<file path="src/design/tsw_pkg.sv">
`default_nettype none
package tsw_pkg;

  localparam int CoordBits = 24;
  localparam int FracBits  = 16;
  localparam int ChanBits  = 16;
  localparam int DimBits   = 9;

  typedef enum logic [1:0] {
    BORDER_CLAMP  = 2'd0,
    BORDER_MIRROR = 2'd1,
    BORDER_REPEAT = 2'd2,
    BORDER_ALT    = 2'd3
  } border_e;

  typedef enum logic [1:0] {
    REG_BORDER = 2'd0,
    REG_FILTER = 2'd1,
    REG_WIDTH  = 2'd2,
    REG_HEIGHT = 2'd3
  } reg_e;

  localparam logic CMD_WRITE  = 1'b0;
  localparam logic CMD_SAMPLE = 1'b1;

  typedef struct packed {
    logic                        command;
    logic signed [CoordBits-1:0] coord_u;
    logic signed [CoordBits-1:0] coord_v;
    logic [7:0]                  texel_x;
    logic [7:0]                  texel_y;
    logic [ChanBits-1:0]         texel_red;
    logic [ChanBits-1:0]         texel_green;
    logic [ChanBits-1:0]         texel_blue;
  } in_item_t;

  typedef struct packed {
    logic [ChanBits-1:0] out_red;
    logic [ChanBits-1:0] out_green;
    logic [ChanBits-1:0] out_blue;
  } out_item_t;

  // Register values after clamping, shared by the address stage.
  typedef struct packed {
    logic [1:0]         border;
    logic               filter;
    logic [DimBits-1:0] width;
    logic [DimBits-1:0] height;
  } cfg_t;

endpackage
`default_nettype wire

</file>
<file path="src/design/tsw_coord.sv">
`default_nettype none
// Folds one coordinate with the border mode and forms the texel index and weight.
// Stage A: fold and scale multiply, registered. Stage B: index clamp, registered.
module tsw_coord (
  input  wire logic                                 clk_i,
  input  wire logic                                 en_i,
  input  wire logic [1:0]                           border_i,
  input  wire logic                                 filter_i,
  input  wire logic [8:0]                           dim_i,
  input  wire logic signed [tsw_pkg::CoordBits-1:0] coord_i,
  output logic [7:0]                                idx0_o,
  output logic [7:0]                                idx1_o,
  output logic [tsw_pkg::FracBits-1:0]              weight_o
);
  import tsw_pkg::*;

  localparam logic [FracBits:0] One = {1'b1, {FracBits{1'b0}}};

  logic [FracBits:0]   t_fold;
  logic [FracBits:0]   t_use;
  logic [8:0]          scale;
  logic [FracBits+9:0] prod_d, prod_q;
  logic [8:0]          dim_q;
  logic                filter_q;
  logic [FracBits-1:0] frac;
  logic                odd;

  // Border folding into [0, one].
  always_comb begin
    frac = coord_i[FracBits-1:0];
    odd  = coord_i[FracBits];
    case (border_e'(border_i))
      BORDER_CLAMP: begin
        if (coord_i[CoordBits-1]) t_fold = '0;
        else if ($signed(coord_i) > $signed({{(CoordBits-1-FracBits){1'b0}}, One}))
          t_fold = One;
        else t_fold = coord_i[FracBits:0];
      end
      BORDER_MIRROR: t_fold = odd ? (One - {1'b0, frac}) : {1'b0, frac};
      default:       t_fold = {1'b0, frac};
    endcase
    if (filter_i) begin
      t_use = t_fold[FracBits] ? {1'b0, {FracBits{1'b1}}} : t_fold;
      scale = dim_i - 9'd1;
    end else begin
      t_use = t_fold;
      scale = dim_i;
    end
    prod_d = {{9{1'b0}}, t_use} * {{(FracBits+1){1'b0}}, scale};
  end

  always_ff @(posedge clk_i) begin
    if (en_i) begin
      prod_q   <= prod_d;
      dim_q    <= dim_i;
      filter_q <= filter_i;
    end
  end

  // Index clamp and neighbour; nearest mode reads a single texel.
  logic [9:0] ip;
  logic [8:0] lim;
  logic [8:0] i0;
  logic [8:0] i1;
  always_comb begin
    ip  = prod_q[FracBits+9:FracBits];
    lim = dim_q - 9'd1;
    i0  = (ip > {1'b0, lim}) ? lim : ip[8:0];
    if (!filter_q) i1 = i0;
    else if (i0 + 9'd1 > lim) i1 = lim;
    else i1 = i0 + 9'd1;
  end

  always_ff @(posedge clk_i) begin
    if (en_i) begin
      idx0_o   <= i0[7:0];
      idx1_o   <= i1[7:0];
      weight_o <= filter_q ? prod_q[FracBits-1:0] : '0;
    end
  end
endmodule
`default_nettype wire

</file>
<file path="config.mk">
export PLATFORM = sky130hd
export DESIGN_NAME = tsw_coord
export DESIGN_NICKNAME = d
export VERILOG_FILES = /design/src/design/tsw_pkg.sv /design/src/design/tsw_coord.sv
export SDC_FILE = /design/constraint.sdc
export NUM_CORES = 1
export LEC_CHECK = 0
export BUFFER_PORTS_ARGS = -buffer_cell sky130_fd_sc_hd__buf_2
export CORE_MARGIN = 2
export CORE_UTILIZATION = 52
export CTS_CLUSTER_SIZE = 40
export DETAILED_ROUTE_END_ITERATION = 10
export PLACE_DENSITY = 0.73
export REMOVE_ABC_BUFFERS = 1
export SYNTH_ARGS = -nofsm -noshare
export SYNTH_HDL_FRONTEND = slang
export SYNTH_SLANG_ARGS = --single-unit
</file>
<file path="constraint.sdc">
create_clock -name clk_i -period 18.3 [get_ports clk_i]
set_clock_uncertainty 0.05 [all_clocks]
set_input_delay 3.66 -clock clk_i [delete_from_list [all_inputs] [get_ports clk_i]]
set_output_delay 3.66 -clock clk_i [all_outputs]
set_load 0.03 [all_outputs]
</file>
Word level (Yosys, flattened, before mapping)
Cells that the tools add are included.
Storage, ports and cells
  word-level logic and storage cells: 26
  bits in registers: 68
  output and inout port bits: 32
Cells by class
  magnitude comparators: 3
  $add $sub $neg: 4
  mux-type cells: 10
  reduce and logical (&&, ||, !) cells: 1
  equality and inequality tests: 1
  $mul: 1
Operator list (count)
  $mux 17: 4
  $pmux 17 s2: 1
  $mul 17x9->26: 1
  $gt 24x18->1 const B: 1
  $mux 9: 2
  $sub 9x1->9 const B: 2
  $sub 17x16->17 const A: 1
  $mux 16: 1
  $mux 8: 2
  $gt 10x9->1: 1
  $add 9x1->9 const B: 1
  $gt 9x9->1: 1
  $eq 2x1->1 const B: 1
  $logic_not 2->1: 1

Longest topological paths before layout
Gate-level depths: netlist of the first run.
  depth after elaboration: 7
  depth in mapped cells: 31
  depth with buffers taken out: 28

Worst setup path after synthesis of the first run
Ideal clock, no wire load.
  kind: input to register
  from: in coord_i[0] (netlist name)
  to: reg prod_q[25] (data pin)
  data arrival time: 9.966 ns
  cell stages on the path: 26
  slack: 8.024 ns
  path buffers: 0
  library setup time: 0.260 ns
  data required time: 17.990 ns
  cells stage by stage: inv_1 > ha_1 > or3b_4 > nor4_4 > a21oi_1 > or2_4 > o21a_1 > nor2_2 > nor2_1 > or2_2 > fa_1 > fa_1 > inv_1 > fa_1 > inv_1 > fa_1 > inv_1 > ha_1 > a21oi_1 > o21ai_0 > o21a_1 > o41ai_1 > a21o_1 > o2111ai_1 > a21oi_1 > xnor2_1
Between the ends
  longest elaborated chain between the ends: 7
RTL lines
  start, declared: RTL line tsw_coord.sv:10  | input wire logic signed [tsw_pkg::CoordBits-1:0] coord_i,
  $gt 24x18->1: RTL line tsw_coord.sv:35  | else if ($signed(coord_i) > $signed({{(CoordBits-1-FracBits){1'b0}}, One}))
  $mux 17: RTL line tsw_coord.sv:35
  $mux 17: RTL line tsw_coord.sv:34  | if (coord_i[CoordBits-1]) t_fold = '0;
  $pmux 17 s2 *: RTL line tsw_coord.sv:32  | case (border_e'(border_i))
  $mux 16: RTL line tsw_coord.sv:43  | t_use = t_fold[FracBits] ? {1'b0, {FracBits{1'b1}}} : t_fold;
  $mux 17 *: RTL line tsw_coord.sv:42  | if (filter_i) begin
  $mul 17x9->26 *: RTL line tsw_coord.sv:49  | prod_d = {{9{1'b0}}, t_use} * {{(FracBits+1){1'b0}}, scale};
  net prod_d[25]: RTL line tsw_coord.sv:22  | logic [FracBits+9:0] prod_d, prod_q;
  end signal, assigned: RTL line tsw_coord.sv:54  | prod_q <= prod_d;
  end, declared: RTL line tsw_coord.sv:22
The timed path passes the listed nets; every way through them passes the cells marked *.
A chain may end at the register's enable or synchronous reset.

Final worst setup path of the first run
Ends and elaborated chain as after synthesis.

==> results of run 1 <==
==> per-stage QoR <==
step | power, mW | utilization, %
2_1_floorplan | 1.04 | -
3_3_place_gp | 1.21 | 56.6
3_5_place_dp | 1.23 | 56.6
4_1_cts | 1.42 | 58.5
5_1_grt | 1.58 | 58.5
6_report | 1.41 | 58.5
==> layout by cell type (no fill, tap or decap), types with 7 or more instances in the layout <==
cell,netlist,final
and2_1,24,24
nand3_1,12,12
edfxtp_1,68,68
ha_1,68,68
o21ai_0,20,20
and3_1,7,7
nand2b_1,11,11
o21ai_1,8,8
a21oi_1,33,33
nand2_1,85,85
nor3_1,17,17
clkbuf_16,0,9
xnor2_1,39,39
xor2_1,16,16
buf_4,1,10
o21a_1,7,7
buf_2,4,69
fa_1,106,106
inv_1,177,177
nor2_1,131,131
a21o_1,11,11
==> path summary, 6_finish.rpt <==
| kind | to | slack [ns] |
|---|---|---|
| worst max-delay path | prod_q[25]$_DFFE_PP_ | 7.45 |
| worst max register to register | idx1_o[0]$_DFFE_PP_ | 10.57 |
| worst min register to register | weight_o[8]$_SDFFCE_PN0P_ | 0.47 |
| worst min-delay path | weight_o[8]$_SDFFCE_PN0P_ | 0.47 |
==> registers in the layout (all words and copies together), names as in the netlist <==
register and flops:
dim_q 9, filter_q 1, idx0_o 8, idx1_o 8
prod_q 26, weight_o 16
==> routing by layer <==
| layer | share of wire, % | up-vias |
|---|---|---|
| met5 | 0 | - |
| met4 | 2.6 | 0 |
| met3 | 4.7 | 32 |
| met2 | 47 | 211 |
| met1 | 46 | 3120 |
| li1 | - | 3228 |
==> power by group through the flow <==
stage,logic [mW],clock network (mW),registers [mW]
2_1_floorplan,0.721,0,0.321
3_3_place_gp,0.926,0,0.289
3_5_place_dp,0.944,0,0.290
4_1_cts,0.953,0.183,0.287
5_1_grt,1.10,0.190,0.291
6_report,0.947,0.178,0.287
==> cell families after synthesis <==
logic type	count (synthesis)	share of synthesized area, %
xor gates and xnor gates	55	5.53
muxes	11	1.33
DFF	68	23.4
AOI/OAI and AO/OA	124	9.39
buffers and inverters	200	8.71
adders and majority gates	174	34.1
and+or+nand+nor	326	17.5
==> final cells by class <==
class | count | share of cell area (%)
Timing Repair Buffer | 79 | 4.36
Sequential cell | 68 | 21.2
Multi-Input combinational cell | 690 | 61.4
Clock inverter | 6 | 0.935
Inverter | 177 | 6.90
Tap cell | 220 | 2.86
Clock buffer | 9 | 2.34
==> worst register-to-register path, delay by kind of cell (launching register included) <==
kind,cells,cell delay [ns]
multiplexers,3,0.84
XOR/XNOR,2,0.59
AND/OR/NAND/NOR,6,1.31
buffers and inverters,4,0.74
adder cells (fa/ha/maj),4,1.35
flip-flops,1,0.53
AO/OA/AOI/OAI,7,2.08
==> results.md, run 1 <==
* Status: complete, no violations
* Final setup vio count at 0
* Final Cell Area at a little under 10000 um2
* F_max at 0.0922 GHz
* Finished Layout Cells at 1249
* CP Max Fanout at 16
* Clock network power share at 12.6%
* Layer carrying the most global-route usage: met2
* Cells on Worst Hold Path at 1
* Slew @ Worst Pin at a little under 1 ns
* Initial antenna violation count at 0
* Worst path top cell family by delay: adder cells
* CTS tree: built
* Hold-fix buffers at CTS at 0
* Post-cts sizing count at 0
* Crit path launch: coord_i[0]
* Routed length per instance at roughly 15 um
* Switching pwr at 623 uW
* Post-CTS Setup Bufs at 0
* Multi-input gate area at approximately 5900 um2
* Clock Tree Buf Depth at 2
* Sw Share at between 40% and 50%
* Fin crit share at 59.3%
* Max-capacitance violation count at 0
* Cell area after synthesis at ~8700 um2
* Initial Util at a little over half
* Worst hold path startpoint: prod_q[8]$_DFFE_PP_
* Global-route wire length before repair at between 30000 and 40000 um
* Yosys warns at 0
* Sink Count at a little under 70
* Flop pwr share at approximately a fifth
* CP Launch Type: input pin
* Final hold vios at 0
* Die area at about 18000 um2
* Final worst slack at 7.45 ns
* # DRC at 0
* Power per cell area at 147 nW/um2
* Clk_lat worst skew at about 0.33 ns
* CP endpoint kind: flip-flop
* Dominant synthesized flop cell: edfxtp_1
* Critical path buffers and inverters at 5
* Combinational power share at between 60% and 70%
* CP arrival at 10.88 ns
* Yosys reg bits at 68
* Critical path class: in -> reg
* Worst path depth at 27
* RSZ-0062 raised after global routing: no
* Routability cong. at 0.916
* Via count at roughly 6600
* Largest net degree at the start of global routing at around 70
* Die Width at around 130 um
* Most numerous cell in the Yosys netlist: inv_1
* Reg2Reg Depth at 26
* Pre-Repair DR Iteration Count at 5
* Ant. Diodes at 0
* Placed instance count at roughly 1200
* Placed cell areas at a little over 9000 um2
* Critical Path RT at between 15 and 20 ns
* Total global routing overflow at 0
* Synth top cells by count: 177 x inv_1, 131 x nor2_1, 106 x fa_1
* Global routing usage on met1 at between 30% and 40%
* Post-synth top area share at between 20 and 25%
* Vias in the first global route at around 6700
* Setup WS pre-CTS at just over 7 ns
* Crit Reg-Reg Startpoint: dim_q[0]$_DFFE_PP_
* Filler cells at 1460
* Antenna violation net count after detailed routing at 0
* Largest area contributor in the netlist: fa_1
* Register area share after synthesis at around a quarter
* Min-delay worst type: reg -> reg
* CP max stage cell: o41ai_1
* Max-Slew Margin vs Limit at between 30 and 40%
* Max Slew Vio Count at 0
* Avg Cell Area, Syn at approximately 9.1 um2
* Layout cells sized above 1 at a little under an eighth
* CTS Buf Count at 9
* FP Rows at 47
* Clock transition at path regs at about 0.060 ns
* Port bufs at 69
* CTS Root Cell: clkbuf_16
* Final TNS setup at 0 ns
* Cell count after synthesis at 958
* Max VDD drop at about 0.073 mV
* EDFF count, synth at 68
* Met3 usage at 2.59%
* H-tree depth at 3
* Via density per instance at between 5 and 6
* Hold slack at around 0.47 ns
* NumNets Final at 1237
* 1st-iter DRT viols at about 370
* GR Util All Layers at between 20% and 30%
* Top Ports at 70
* Min Tclk post-route at 10.85 ns
* Area of the core at between 15000 and 20000 um2
* Asr flop ratio synth at 0%
* Die Y at approximately 130 um
* M2 GR Usage at a little under two fifths
* Internal Power at between 700 and 800 uW
* Final WL at between 15000 and 20000 um
* Synth cell types at 63
* Top post-synthesis cells by area: fa_1 24%, edfxtp_1 23%, ha_1 9.8%
* Area delta synth->final at 10.5%
* FF+latch area at approximately 2000 um2
* DPL Wire Length at roughly 15000 um
* Slowest stage delay, CP at about 0.73 ns
* Lkg Pwr at ~4.6 nW
(Power assumes the default switching activity.)
==> run 2: changes to the inputs <==
--- a/config.mk
+++ b/config.mk
@@ -10,7 +10,7 @@
 export CORE_UTILIZATION = 52
 export CTS_CLUSTER_SIZE = 40
 export DETAILED_ROUTE_END_ITERATION = 10
-export PLACE_DENSITY = 0.73
+export PLACE_DENSITY = 0.75
 export REMOVE_ABC_BUFFERS = 1
 export SYNTH_ARGS = -nofsm -noshare
 export SYNTH_HDL_FRONTEND = slang
==> constraint.sdc (replaced) <==
create_clock -name clk_i -period 9.72 [get_ports clk_i]
set_clock_uncertainty 0.05 [all_clocks]
set_input_delay 1.944 -clock clk_i [delete_from_list [all_inputs] [get_ports clk_i]]
set_output_delay 1.944 -clock clk_i [all_outputs]
set_load 0.03 [all_outputs]
==> run 2 against run 1 <==
Effect of this change:
- die area unchanged
- non-clock buffer count rose by 2
- wire length hardly changed
- total power increased by 87%
- worst setup slack worse by 6.7 ns
- final cell count is 0.16% higher
==> results.md, run 2 (same netlist as run 1, synthesis figures left out) <==
* Clock network power share at 11.6% (-1.0 points)
* Initial antenna violation count at 1 (+1)
* Pre-Repair DR Iteration Count at 5 (unchanged)
* Final setup vio count at 0 (unchanged)
* Cells on Worst Hold Path at 1 (unchanged)
* Area delta synth->final at 10.3%
* Area of the core at 16500 um2 (unchanged)
* Flop pwr share at 20.4% (about the same)
* Critical path class: in -> reg
* Min-delay worst type: reg -> reg
* GR Util All Layers at 22.1% (-0.12 points)
* Die Y at 133 um (unchanged)
* Slowest stage delay, CP at 0.55 ns (-0.18 ns)
* Sink Count at 68 (unchanged)
* Max-capacitance violation count at 0 (unchanged)
* Met3 usage at 2.82% (+0.23 points)
* Critical path buffers and inverters at 5 (unchanged)
* Clock transition at path regs at 0.05 ns (about the same)
* M2 GR Usage at 35.5% (-1.4 points)
* CP endpoint kind: flip-flop
* CTS Root Cell: clkbuf_16
* Min Tclk post-route at between 9 and 10 ns
* Die Width at 133 um (unchanged)
* Layer carrying the most global-route usage: met2
* CP Launch Type: input pin
* Fin crit share at between 90% and 100%
* F_max at roughly 0.11 GHz
* Via density per instance at 5.31 (+0.69%)
* Largest Register: prod_q
* DPL Wire Length at 15300 um (+0.63%)
* Power per cell area at 275 nW/um2 (+87%)
* Filler cells at 1466 (+0.41%)
* Hold-fix buffers at CTS at 0 (unchanged)
* Most common cell after layout, fill and taps aside: inv_1
* Switching pwr at 1.17 mW (+88%)
* NumNets Final at 1239 (+0.16%)
* CP max stage cell: a221oi_1
* Final WL at 18500 um (about the same)
* Post-cts sizing count at 0 (unchanged)
* Sw Share at 44.4% (+0.30 points)
* Layout cells sized above 1 at 11.3% (-0.022 points)
* Placed instance count at 1236 (+0.16%)
* CP arrival at 9.04 ns (-1.84 ns)
* Global routing usage on met1 at 30.1% (-0.43 points)
* Worst path depth at 27 (unchanged)
* Port bufs at 69 (unchanged)
* Hold slack at 0.471 ns (-0.00101 ns)
* Clk_lat worst skew at 0.33 ns (about the same)
* Largest net degree at the start of global routing at 69 (unchanged)
* Slew @ Worst Pin at 0.978 ns (-0.00288 ns)
* Global-route wire length before repair at 31800 um (-0.71%)
* Worst path top cell family by delay: adder cells
* Final TNS setup at 0 ns (unchanged)
* Final hold vios at 0 (unchanged)
* Max-Slew Margin vs Limit at 34.4% (+0.19 points)
* # DRC at 0 (unchanged)
* Via count at 6647 (+0.85%)
* RSZ-0062 raised after global routing: no
* CTS tree: built
* FP Rows at 47 (unchanged)
* Vias in the first global route at 6574 (-1.8%)
* Ant. Diodes at 0 (unchanged)
* Top Ports at 70 (unchanged)
* Clock Tree Buf Depth at 2 (unchanged)
* Registers with the most flip-flops: prod_q x26, weight_o x16, dim_q x9
* Finished Layout Cells at 1251 (+0.16%)
* 1st-iter DRT viols at 386 (+5.5%)
* Post-CTS Setup Bufs at 0 (unchanged)
* Max reg flops at 26 (unchanged)
* Lkg Pwr at 4.61 nW (-0.23%)
* CTS Buf Count at 9 (unchanged)
* Commonest non-fill, non-tap cells in the layout: 177 x inv_1, 131 x nor2_1, 106 x fa_1
* Max VDD drop at 0.161 mV (+120%)
* Reg2Reg Depth at 26 (unchanged)
* Total global routing overflow at 0 (unchanged)
* Die area at 17800 um2 (unchanged)
* Internal Power at 1.47 mW (+86%)
* Status: complete, no violations
* H-tree depth at 3 (unchanged)
* CP Max Fanout at 16 (unchanged)
* Critical Path RT at 9.74 ns (-8.59 ns)
* Combinational power share at 68.0% (+1.0 points)
* Max Slew Vio Count at 0 (unchanged)
* Initial Util at 52.9% (unchanged)
* Routed length per instance at 14.8 um (-0.13%)
* Routability cong. at 0.898 (-2.0%)
* Antenna violation net count after detailed routing at 0 (unchanged)
run 2: cell type report:
class	count	area (um2)	area share (%)
multi-input combinational	690	5920	61.5
sequential	68	2040	21.2
inverter	177	664	6.91
timing repair buffer	81	435	4.53
tap	220	275	2.86
clock buffer	10	229	2.38
clock inverter	5	53.8	0.559
run 2: path summary, 6_finish.rpt:
kind                             start                          to  slack [ns]
hold / removal    prod_q[10]$_DFFE_PP_  weight_o[10]$_SDFFCE_PN0P_        0.47
hold reg to reg   prod_q[10]$_DFFE_PP_  weight_o[10]$_SDFFCE_PN0P_        0.47
setup reg to reg    dim_q[0]$_DFFE_PP_         idx1_o[0]$_DFFE_PP_        2.11
setup / recovery            coord_i[0]        prod_q[24]$_DFFE_PP_        0.70
run 2: worst reg2reg max path: cells and delay by family, from the launching register on:
kind / cells / cell delay, ns
and+or+nand+nor: 6 / 1.28
buffers and inverters: 4 / 0.74
AOI/OAI and AO/OA: 7 / 2.07
xor gates and xnor gates: 2 / 0.59
DFF: 1 / 0.51
muxes: 3 / 0.81
adders and majority gates: 4 / 1.30
run 2: per-layer routing:
| metal | share of wire, % | routed length (um) |
|---|---|---|
| met5 | 0.070 | 13 |
| met4 | 3.7 | 684 |
| met3 | 5.3 | 973 |
| met2 | 46 | 8460 |
| met1 | 45 | 8350 |
run 2: power by group through the flow:
stage	sequential [mW]	combinational, mW	clock (mW)
3_5_place_dp	0.544	1.79	0
5_1_grt	0.549	2.07	0.327
3_3_place_gp	0.543	1.74	0
6_report	0.539	1.79	0.307
2_1_floorplan	0.604	1.36	0
4_1_cts	0.539	1.80	0.315
run 2: per-stage QoR:
step | power [mW] | utilization [%] | cell area, um2 | setup WS (ns)
floorplan | 1.96 | - | 8620 | 1.04
global route | 2.95 | 58.4 | 9620 | 0.196
detailed placement | 2.34 | 56.7 | 9330 | 0.376
CTS | 2.66 | 58.4 | 9620 | 0.696
finish | 2.64 | 58.4 | 9620 | 0.703
global placement | 2.29 | 56.7 | 9330 | 0.478
==> run 3: changes to the inputs <==
--- a/config.mk
+++ b/config.mk
@@ -10,7 +10,7 @@
 export CORE_UTILIZATION = 52
 export CTS_CLUSTER_SIZE = 40
 export DETAILED_ROUTE_END_ITERATION = 10
-export PLACE_DENSITY = 0.75
+export PLACE_DENSITY = 0.69
 export REMOVE_ABC_BUFFERS = 1
 export SYNTH_ARGS = -nofsm -noshare
 export SYNTH_HDL_FRONTEND = slang
==> run 3 against run 2 <==
Effect of this change:
- worst setup slack got worse by 0.072 ns
- total power rose by 0.14%
- utilization rose by 0.099 points
- combinational power hardly changed
- non-clock buffer count increased by 1
- clock power is 2% higher
- hold slack about the same
- count of clock-buffer cells in the layout decreased by 1
- wire length up 1.0%
- critical path type unchanged
- largest power group unchanged
==> results.md, run 3 (same netlist as run 1, synthesis figures left out) <==
* Status: complete, no violations
* Initial antenna violation count at 0 (-1)
* Max-Slew Margin vs Limit at 31.0% (-3.4 points)
* Area of the core at 16500 um2 (unchanged)
* Antenna violation net count after detailed routing at 0 (unchanged)
* H-tree depth at 3 (unchanged)
* Slowest stage delay, CP at 0.55 ns (about the same)
* 1st-iter DRT viols at 431 (+12%)
* Crit path launch: coord_i[0]
* Final WL at 18700 um (+1.0%)
* Max VDD drop at 0.171 mV (+6.4%)
* Flop pwr share at 20.4% (about the same)
* Total global routing overflow at 0 (unchanged)
* CP Max Fanout at 16 (unchanged)
* Pre-Repair DR Iteration Count at 5 (unchanged)
* GR Util All Layers at 22.2% (+0.10 points)
* Die Y at 133 um (unchanged)
* CTS Buf Count at 9 (unchanged)
* Global-route wire length before repair at 31700 um (-0.30%)
* Switching pwr at 1.18 mW (+0.33%)
* DPL Wire Length at 15400 um (+0.90%)
* Critical path buffers and inverters at 5 (unchanged)
* F_max at 0.110 GHz (-0.79%)
* Clock transition at path regs at 0.05 ns (about the same)
* Critical Path RT at 9.75 ns (about the same)
* CP max stage cell: fa_1
* Die Width at 133 um (unchanged)
* Largest net degree at the start of global routing at 69 (unchanged)
* Final TNS setup at 0 ns (unchanged)
* Final worst slack at 0.631 ns (-0.0721 ns)
* Max-capacitance violation count at 0 (unchanged)
* Most common cell after layout, fill and taps aside: inv_1
* Worst path top cell family by delay: adder cells
* Sink Count at 68 (unchanged)
* Layout cells sized above 1 at 11.5% (+0.17 points)
* Crit Reg-Reg Startpoint: dim_q[0]$_DFFE_PP_
* Clk_lat worst skew at 0.33 ns (about the same)
* Lkg Pwr at 4.62 nW (+0.21%)
* CP endpoint kind: flip-flop
* CTS Root Cell: clkbuf_16
* Internal Power at 1.47 mW (about the same)
* Initial Util at 52.9% (unchanged)
* Worst hold path startpoint: prod_q[0]$_DFFE_PP_
* Fin crit share at 93.5% (+0.74 points)
* Clock network power share at 11.9% (+0.3 points)
* Slew @ Worst Pin at 1.03 ns (+0.0509 ns)
* Area delta synth->final at 10.5%
* # DRC at 0 (unchanged)
* Registers with the most flip-flops: prod_q x26, weight_o x16, dim_q x9
* Clock Tree Buf Depth at 2 (unchanged)
* Via count at 6597 (-0.75%)
* Final setup vio count at 0 (unchanged)
* Power per cell area at 274 nW/um2 (about the same)
* Vias in the first global route at 6432 (-2.2%)
* Combinational power share at 67.7% (-0.3 points)
* Via density per instance at 5.26 (-0.91%)
* Largest Register: prod_q
* Ant. Diodes at 0 (unchanged)
* Min Tclk post-route at 9.09 ns (+0.0721 ns)
* CP arrival at 9.12 ns (+0.08 ns)
* Sw Share at 44.5% (+0.084 points)
* RSZ-0062 raised after global routing: no
* Setup WS pre-CTS at 0.325 ns (-0.0506 ns)
* Min-delay worst type: reg -> reg
* Hold-fix buffers at CTS at 0 (unchanged)
* Filler cells at 1436 (-2.0%)
* Port bufs at 69 (unchanged)
* Top Ports at 70 (unchanged)
* Max reg flops at 26 (unchanged)
* Critical path class: in -> reg
* Die area at 17800 um2 (unchanged)
* CP Launch Type: input pin
* CTS tree: built
* Commonest non-fill, non-tap cells in the layout: 177 x inv_1, 131 x nor2_1, 106 x fa_1
* Max Slew Vio Count at 0 (unchanged)
* Final hold vios at 0 (unchanged)
* Post-CTS Setup Bufs at 0 (unchanged)
* Routability cong. at 0.908 (+1.1%)
* Routed length per instance at 14.9 um (+0.86%)
* Post-cts sizing count at 0 (unchanged)
* FP Rows at 47 (unchanged)
* NumNets Final at 1240 (+0.081%)
## run 3: layer usage
metal / GRT usage (%) / routed length (um)
met2: 37.1 / 8670
met1: 30.7 / 8580
met5: 0 / 0
met3: 2.44 / 1030
met4: 6.56 / 387
## run 3: worst paths after layout
path	end	slack, ns	depth (start not counted)
setup / recovery	prod_q[24]$_DFFE_PP_	0.63	27
hold / removal	weight_o[0]$_SDFFCE_PN0P_	0.47	1
setup reg to reg	idx1_o[0]$_DFFE_PP_	2.02	26
hold reg to reg	weight_o[0]$_SDFFCE_PN0P_	0.47	1
## run 3: area by class of cell
type / instances / area [um2] / area share, %
Tap cell: 220 / 275 / 2.86
Clock buffer: 9 / 225 / 2.34
Clock inverter: 7 / 66.3 / 0.688
Multi-Input combinational cell: 690 / 5920 / 61.4
Timing Repair Buffer: 82 / 443 / 4.60
Sequential cell: 68 / 2040 / 21.2
Inverter: 177 / 664 / 6.90
## run 3: worst reg2reg max path, delay by kind of cell, from the launching register on
family | cells | cell delay [ns]
buffers and inverters | 4 | 0.73
flip-flops | 1 | 0.51
AND/OR/NAND/NOR | 6 | 1.32
adder cells (fa/ha/maj) | 4 | 1.30
XOR/XNOR | 2 | 0.63
multiplexers | 3 | 0.83
AO/OA/AOI/OAI | 7 | 2.08
## run 3: per-stage QoR
| step | util (%) | power (mW) | hold slack (ns) | cells | cell area [um2] |
|---|---|---|---|---|---|
| after floorplan | - | 1.96 | 0.453 | 935 | 8620 |
| after global placement | 56.7 | 2.30 | 0.459 | 1237 | 9340 |
| after detailed placement | 56.7 | 2.33 | 0.462 | 1237 | 9340 |
| after CTS | 58.5 | 2.66 | 0.474 | 1253 | 9630 |
| after global routing | 58.5 | 2.95 | 0.494 | 1253 | 9630 |
| final | 58.5 | 2.64 | 0.472 | 1253 | 9630 |
## run 3: power by group through the flow
stage / registers (mW) / clock network [mW] / logic (mW)
global placement: 0.543 / 0 / 1.76
finish: 0.539 / 0.314 / 1.79
global route: 0.548 / 0.330 / 2.07
floorplan: 0.604 / 0 / 1.36
CTS: 0.539 / 0.320 / 1.80
detailed placement: 0.545 / 0 / 1.79
